`src/rtl/qtr_pkg.sv`:
```
package qtr_pkg;

	// Signed Q16.16 word.
	localparam int FX_W    = 32;
	localparam int FX_FRAC = 16;
	localparam int PROD_W  = 2 * FX_W;

	typedef logic signed [FX_W-1:0]   fx_t;
	typedef logic signed [PROD_W-1:0] fx_wide_t;

	// The value that any step gives when its exact result does not fit.
	localparam fx_t      FX_MARKER = {1'b1, {(FX_W-1){1'b0}}};
	// One half LSB of the result, added before the product is shifted down.
	localparam fx_wide_t FX_HALF   = fx_wide_t'(1) <<< (FX_FRAC - 1);

	// A value together with the overflow mark of the step that made it.
	typedef struct packed {
		logic ovf;
		fx_t  val;
	} fx_res_t;

	// The ten pairwise products after rounding.
	typedef struct packed {
		fx_t aa;
		fx_t ab;
		fx_t ac;
		fx_t ad;
		fx_t bb;
		fx_t bc;
		fx_t bd;
		fx_t cc;
		fx_t cd;
		fx_t dd;
	} prod_set_t;

	// The nine matrix entries and the sticky overflow flag.
	typedef struct packed {
		fx_t  m00;
		fx_t  m01;
		fx_t  m02;
		fx_t  m10;
		fx_t  m11;
		fx_t  m12;
		fx_t  m20;
		fx_t  m21;
		fx_t  m22;
		logic overflow;
	} mat_t;

	// Full signed product of two Q16.16 words.
	function automatic fx_wide_t fx_mul_full(input fx_t x, input fx_t y);
		fx_wide_t xe;
		fx_wide_t ye;
		xe = x;
		ye = y;
		return xe * ye;
	endfunction

	// Round half up, shift down by the fraction width, and check the range.
	function automatic fx_res_t fx_round(input fx_wide_t p);
		fx_wide_t r;
		fx_res_t  res;
		r = p + FX_HALF;
		res.ovf = (r[PROD_W-1:FX_W+FX_FRAC-1] != '0) && (r[PROD_W-1:FX_W+FX_FRAC-1] != '1);
		res.val = res.ovf ? FX_MARKER : r[FX_W+FX_FRAC-1:FX_FRAC];
		return res;
	endfunction

	function automatic fx_res_t fx_add(input fx_t x, input fx_t y);
		logic signed [FX_W:0] s;
		fx_res_t res;
		s = {x[FX_W-1], x} + {y[FX_W-1], y};
		res.ovf = s[FX_W] != s[FX_W-1];
		res.val = res.ovf ? FX_MARKER : s[FX_W-1:0];
		return res;
	endfunction

	function automatic fx_res_t fx_sub(input fx_t x, input fx_t y);
		logic signed [FX_W:0] s;
		fx_res_t res;
		s = {x[FX_W-1], x} - {y[FX_W-1], y};
		res.ovf = s[FX_W] != s[FX_W-1];
		res.val = res.ovf ? FX_MARKER : s[FX_W-1:0];
		return res;
	endfunction

	// Multiply by the constant 2.0 with rounding: the half LSB never reaches
	// the kept bits, so this is an exact doubling with a range check.
	function automatic fx_res_t fx_dbl(input fx_t x);
		fx_res_t res;
		res.ovf = x[FX_W-1] != x[FX_W-2];
		res.val = res.ovf ? FX_MARKER : {x[FX_W-2:0], 1'b0};
		return res;
	endfunction

endpackage

```
`src/rtl/qtr_sum.sv`:
```
module qtr_sum import qtr_pkg::*; (
	input  logic      clk,
	input  logic      arst_n,
	input  logic      in_valid,
	output logic      in_ready,
	input  prod_set_t prod,
	input  logic      ovf,
	output logic      out_valid,
	input  logic      out_ready,
	output mat_t      mat
);

	// First level of sums and differences, with the two squares still needed.
	typedef struct packed {
		fx_t  pp;
		fx_t  pm;
		fx_t  x01;
		fx_t  x02;
		fx_t  x10;
		fx_t  x12;
		fx_t  x20;
		fx_t  x21;
		fx_t  cc;
		fx_t  dd;
		logic ovf;
	} lvl1_t;

	// Diagonal partial sums, finished off-diagonal entries and dd.
	typedef struct packed {
		fx_t  d00;
		fx_t  d11;
		fx_t  d22;
		fx_t  m01;
		fx_t  m02;
		fx_t  m10;
		fx_t  m12;
		fx_t  m20;
		fx_t  m21;
		fx_t  dd;
		logic ovf;
	} lvl2_t;

	logic    vld_s3, vld_s4, vld_s5;
	logic    en_s3, en_s4, en_s5;
	lvl1_t   l1_s3;
	lvl2_t   l2_s4;
	mat_t    mat_s5;
	fx_res_t t_pp, t_pm, t_01, t_02, t_10, t_12, t_20, t_21;
	fx_res_t u_00, u_11, u_22, u_01, u_02, u_10, u_12, u_20, u_21;
	fx_res_t w_00, w_11, w_22;

	// Bubble-collapsing valid chain across the three stages.
	assign en_s5    = !vld_s5 || out_ready;
	assign en_s4    = !vld_s4 || en_s5;
	assign en_s3    = !vld_s3 || en_s4;
	assign in_ready = en_s3;

	always_ff @(posedge clk or negedge arst_n) begin
		if (!arst_n) begin
			vld_s3 <= 1'b0;
			vld_s4 <= 1'b0;
			vld_s5 <= 1'b0;
		end else begin
			if (en_s3) begin
				vld_s3 <= in_valid;
			end
			if (en_s4) begin
				vld_s4 <= vld_s3;
			end
			if (en_s5) begin
				vld_s5 <= vld_s4;
			end
		end
	end

	// Stage 3: aa plus/minus bb and the six cross-product pairs.
	always_comb begin
		t_pp = fx_add(prod.aa, prod.bb);
		t_pm = fx_sub(prod.aa, prod.bb);
		t_01 = fx_sub(prod.bc, prod.ad);
		t_02 = fx_add(prod.ac, prod.bd);
		t_10 = fx_add(prod.bc, prod.ad);
		t_12 = fx_sub(prod.cd, prod.ab);
		t_20 = fx_sub(prod.bd, prod.ac);
		t_21 = fx_add(prod.ab, prod.cd);
	end

	always_ff @(posedge clk) begin
		if (en_s3 && in_valid) begin
			l1_s3.pp  <= t_pp.val;
			l1_s3.pm  <= t_pm.val;
			l1_s3.x01 <= t_01.val;
			l1_s3.x02 <= t_02.val;
			l1_s3.x10 <= t_10.val;
			l1_s3.x12 <= t_12.val;
			l1_s3.x20 <= t_20.val;
			l1_s3.x21 <= t_21.val;
			l1_s3.cc  <= prod.cc;
			l1_s3.dd  <= prod.dd;
			l1_s3.ovf <= ovf | t_pp.ovf | t_pm.ovf | t_01.ovf | t_02.ovf | t_10.ovf
				| t_12.ovf | t_20.ovf | t_21.ovf;
		end
	end

	// Stage 4: fold in cc on the diagonal and double the off-diagonal pairs.
	always_comb begin
		u_00 = fx_sub(l1_s3.pp, l1_s3.cc);
		u_11 = fx_add(l1_s3.pm, l1_s3.cc);
		u_22 = fx_sub(l1_s3.pm, l1_s3.cc);
		u_01 = fx_dbl(l1_s3.x01);
		u_02 = fx_dbl(l1_s3.x02);
		u_10 = fx_dbl(l1_s3.x10);
		u_12 = fx_dbl(l1_s3.x12);
		u_20 = fx_dbl(l1_s3.x20);
		u_21 = fx_dbl(l1_s3.x21);
	end

	always_ff @(posedge clk) begin
		if (en_s4 && vld_s3) begin
			l2_s4.d00 <= u_00.val;
			l2_s4.d11 <= u_11.val;
			l2_s4.d22 <= u_22.val;
			l2_s4.m01 <= u_01.val;
			l2_s4.m02 <= u_02.val;
			l2_s4.m10 <= u_10.val;
			l2_s4.m12 <= u_12.val;
			l2_s4.m20 <= u_20.val;
			l2_s4.m21 <= u_21.val;
			l2_s4.dd  <= l1_s3.dd;
			l2_s4.ovf <= l1_s3.ovf | u_00.ovf | u_11.ovf | u_22.ovf | u_01.ovf
				| u_02.ovf | u_10.ovf | u_12.ovf | u_20.ovf | u_21.ovf;
		end
	end

	// Stage 5: fold in dd on the diagonal; this is the output register.
	always_comb begin
		w_00 = fx_sub(l2_s4.d00, l2_s4.dd);
		w_11 = fx_sub(l2_s4.d11, l2_s4.dd);
		w_22 = fx_add(l2_s4.d22, l2_s4.dd);
	end

	always_ff @(posedge clk) begin
		if (en_s5 && vld_s4) begin
			mat_s5.m00      <= w_00.val;
			mat_s5.m11      <= w_11.val;
			mat_s5.m22      <= w_22.val;
			mat_s5.m01      <= l2_s4.m01;
			mat_s5.m02      <= l2_s4.m02;
			mat_s5.m10      <= l2_s4.m10;
			mat_s5.m12      <= l2_s4.m12;
			mat_s5.m20      <= l2_s4.m20;
			mat_s5.m21      <= l2_s4.m21;
			mat_s5.overflow <= l2_s4.ovf | w_00.ovf | w_11.ovf | w_22.ovf;
		end
	end

	assign out_valid = vld_s5;
	assign mat       = mat_s5;

endmodule

```
`config.mk`:
```
export PLATFORM = sky130hd
export DESIGN_NAME = qtr_sum
export DESIGN_NICKNAME = d
export VERILOG_FILES = /design/src/rtl/qtr_pkg.sv /design/src/rtl/qtr_sum.sv
export SDC_FILE = /design/constraint.sdc
export NUM_CORES = 2
export LEC_CHECK = 0
export ABC_AREA = 1
export BUFFER_PORTS_ARGS = -buffer_cell sky130_fd_sc_hd__buf_2
export CAP_MARGIN = 10
export CORE_MARGIN = 5
export CORE_UTILIZATION = 55
export DETAILED_ROUTE_END_ITERATION = 8
export PLACE_DENSITY_LB_ADDON = 0.3
export SYNTH_ARGS = -nofsm -noshare
export SYNTH_HDL_FRONTEND = slang
export SYNTH_SLANG_ARGS = --single-unit
```
`constraint.sdc`:
```
create_clock -name clk -period 18.1 [get_ports clk]
set_input_delay 3.62 -clock clk [delete_from_list [all_inputs] [get_ports clk]]
set_output_delay 3.62 -clock clk [all_outputs]
set_load 0.01 [all_outputs]
```
==> impl_metrics.yaml <==
status:
  status: "complete, no violations"
placement:
  place.gp.congestion: 0.960
  place_area_mm2: 0.0619
  place_inst: 8365
  place_hpwl_um: 137000
  io_buffers: 609
cts:
  h-tree-depth: 3
  numClockSinks: 922
  worstSkewPairLatency_ps: 700
  ctsLongestPathBuffers: 3
  cts_tree: "built"
  post_cts_buffers: 0
  cts_hold_buf: 0
  clock-root-buffer: "clkbuf_16"
  cts_resized: 0
  cts_made_buffers: 96
  clk_pin_slew_ps: 70
synthesis:
  synth-seq-cells: 922
  yosysUniqueCellTypes: 68
  syn_avg_cell_area_um2: 8.90
  yosysSeqAreaShare_pct: 47.8
  synthesis.area_mm2: 0.0579
  yosysWarnings: 0
  synthCells: 6512
  synth_edf_count: 919
  async_reset_ff_share_pct: 0.325
  synthFlopType: "edfxtp_1"
pwr:
  powerDensity_mw_per_mm2: 128
  leakagePower_nw: 29.5
  ir_drop_mv: 0.119
grt:
  grt_start_max_net_pins: 153
  gr-total-overflow: 0
  grt_pass1_wl_um: 260000
  track_usage_pct: 29.9
  antenna_found_initial: 42
  grt_pass1_vias: 46000
cells_and_area:
  seqCellArea_mm2: 0.0277
  num-fill-cells: 9045
  final_common_cell: "nand2_1"
  drive_above_1_share_pct: 14.7
  mostFrequentLayoutCells: "nand2_1 (1094), inv_1 (1004), edfxtp_1 (919), nor2_1 (829), a21oi_1 (639)"
  fin_util_pct: 62.2
  multi_input_area_mm2: 0.0254
  final_cell_count_no_fill: 8571
  design_area_mm2: 0.0652
  area_growth_pct: 12.6
  fin_nets: 7860
critical_path:
  cp.arrival_ps: 4340
  path_buf_inv: 3
  crit_path_max_fanout: 3
  crit_chain: "buf_2, inv_1, nand2_1, nor2_1, nand2_1, buf_2"
  cp.required_ps: 14480
  slowest_delay_ps: 150
  crit_path_start_kind: "primary input"
  critical_path_class: "primary input to output port"
  worst_path_dominant_cell_family: "buffers and inverters"
  cp_slowest_cell: "nor2_1"
  critPathCaptureType: "output port"
floorplanning:
  dieWidth_um: 335
  die_h_um: 335
  rows: 119
  ioPinCount: 616
  dieArea_mm2: 0.112
  start_util_pct: 55.2
  core_area_mm2: 0.105
routing:
  num_vias: 46800
  remaining_drc_errors: 0
  drt_wl_total_um: 172000
  drt-wirelength-per-cell_um: 20.1
  ant_nets: 0
  dr.pass1.iters: 6
  vias_per_cell: 5.46
  drt-initial-drc-count: 3512
hold_path:
  hp-class: "flip-flop to flip-flop"
timing:
  fin_crit_ps: 7960
  worst_hold_slack_ps: 412
  setup_viol: 0
  fin_tns_setup_ps: 0
  min_period_over_period_pct: 44.0
  finalHoldViolCount: 0
  max_freq_mhz: 126
  tightestPinTransition_ps: 1130
  final_max_slew_viol_count: 0
  slew_headroom_pct: 24.6
  finClkSkew_ps: 36.6
  grt_setup_unrepaired: "no"
flow_run:
  maxCapViolCount: 0
[cells in the mapped netlist, types with 5 or more instances]
| cell type | number | area [µm²] |
|---|---|---|
| a21oi_2 | 54 | 473 |
| xor2_1 | 148 | 1300 |
| fa_1 | 14 | 280 |
| or2_2 | 104 | 651 |
| o21bai_1 | 80 | 601 |
| nand3_1 | 193 | 966 |
| buf_2 | 81 | 405 |
| nand3_2 | 6 | 60.1 |
| buf_4 | 25 | 188 |
| o21ai_1 | 19 | 95.1 |
| nor4_1 | 28 | 175 |
| nand2_1 | 1094 | 4110 |
| a21o_1 | 49 | 368 |
| o21ai_0 | 281 | 1410 |
| inv_2 | 25 | 93.8 |
| buf_6 | 21 | 236 |
| edfxtp_1 | 919 | 27600 |
| a21oi_1 | 640 | 3200 |
| nor3_1 | 67 | 335 |
| xnor2_1 | 46 | 403 |
| nor2_4 | 12 | 135 |
| o21ai_2 | 22 | 193 |
| inv_1 | 1006 | 3780 |
| a21boi_1 | 6 | 45.0 |
| nand4_1 | 47 | 294 |
| o21a_1 | 21 | 158 |
| a211oi_1 | 10 | 75.1 |
| nand2_2 | 24 | 150 |
| o2111ai_1 | 8 | 70.1 |
| nor2_2 | 7 | 43.8 |
| and3_1 | 6 | 37.5 |
| a21boi_0 | 9 | 67.6 |
| and2_1 | 8 | 50.1 |
| ha_1 | 448 | 5610 |
| o221ai_1 | 5 | 43.8 |
| a31oi_1 | 43 | 269 |
| nor2_1 | 829 | 3110 |
| o211ai_1 | 18 | 135 |
| clkbuf_2 | 15 | 75.1 |
| nand2_4 | 5 | 56.3 |
| clkbuf_1 | 19 | 71.3 |
[path summary, 6_finish.rpt]
| check | slack (ps) | cells past startpoint | startpoint | to |
|---|---|---|---|---|
| min in group asynchronous | 2720 | 1 | arst_n | out_valid |
| max in group asynchronous | 15270 | 1 | arst_n | vld_s4 |
| worst min register to register | 410 | 0 | l2_s4[96] | mat[96] |
| worst max register to register | 13890 | 15 | l2_s4[1] | mat[0] |
| worst min-delay path | 410 | 0 | l2_s4[96] | mat[96] |
| worst max-delay path | 10140 | 6 | out_ready | in_ready |
[per-layer routing]
metal | vias up | track usage, % | share of wire (%)
met2 | 1646 | 50.3 | 48
met5 | - | 0 | 0.11
li1 | 22900 | - | -
met4 | 28 | 12.2 | 4.5
met1 | 21800 | 38.6 | 41
met3 | 402 | 5.18 | 6.8
[logic make-up (layout without fill, tap and decap cells)]
| group | after synthesis | in the layout | share of synthesized area [%] |
|---|---|---|---|
| buffers and inverters | 1196 | 1831 | 8.44 |
| flip-flops | 922 | 922 | 47.8 |
| other | 1 | 34 | 0.00647 |
| AO/OA/AOI/OAI | 1291 | 1291 | 12.9 |
| XOR/XNOR | 194 | 194 | 2.93 |
| adder cells (fa/ha/maj) | 462 | 462 | 10.2 |
| AND/OR/NAND/NOR | 2446 | 2446 | 17.8 |
[worst reg2reg max path: stages (launching register included)]
cell and delay (ps):
edfxtp_1 470, ha_1 280, fa_1 410, inv_1 90, nand3_1 90, nand2_1 170, a21oi_1 210, o21ai_2 440
nand3_1 140, nand2_1 120, xor2_1 250, inv_1 70, nand2_1 70, nand2_2 450, nor2_1 530, nand3_1 140
[sequential cells by signal (all words and copies together), names as in the netlist]
register   cells
l1_s3        321
l2_s4        315
mat          283
out_valid      1
vld_s3         1
vld_s4         1
[where the power goes]
group	switching (mW)	internal, mW	total, mW
clock	0.872	1.16	2.04
combinational	2.07	0.937	3.00
sequential	0.205	3.09	3.30
total	3.14	5.19	8.34
[cell type report]
type	count	share of cell area (%)
Tap cell	1391	2.67
Clock inverter	67	1.24
Clock buffer	110	3.76
Multi-Input combinational cell	4399	39.0
Inverter	1033	5.97
Sequential cell	922	42.4
Antenna cell	28	0.107
Timing Repair Buffer	621	4.88
[stage by stage]
step                      total power [mW]  setup slack [ps]
after floorplan                       5.38              5710
after global placement                6.25             10170
after detailed placement              6.30             10160
after CTS                             8.35             10150
after global routing                  8.81             10070
final                                 8.34             10140
Note: power is estimated with default switching activity, not from simulation.
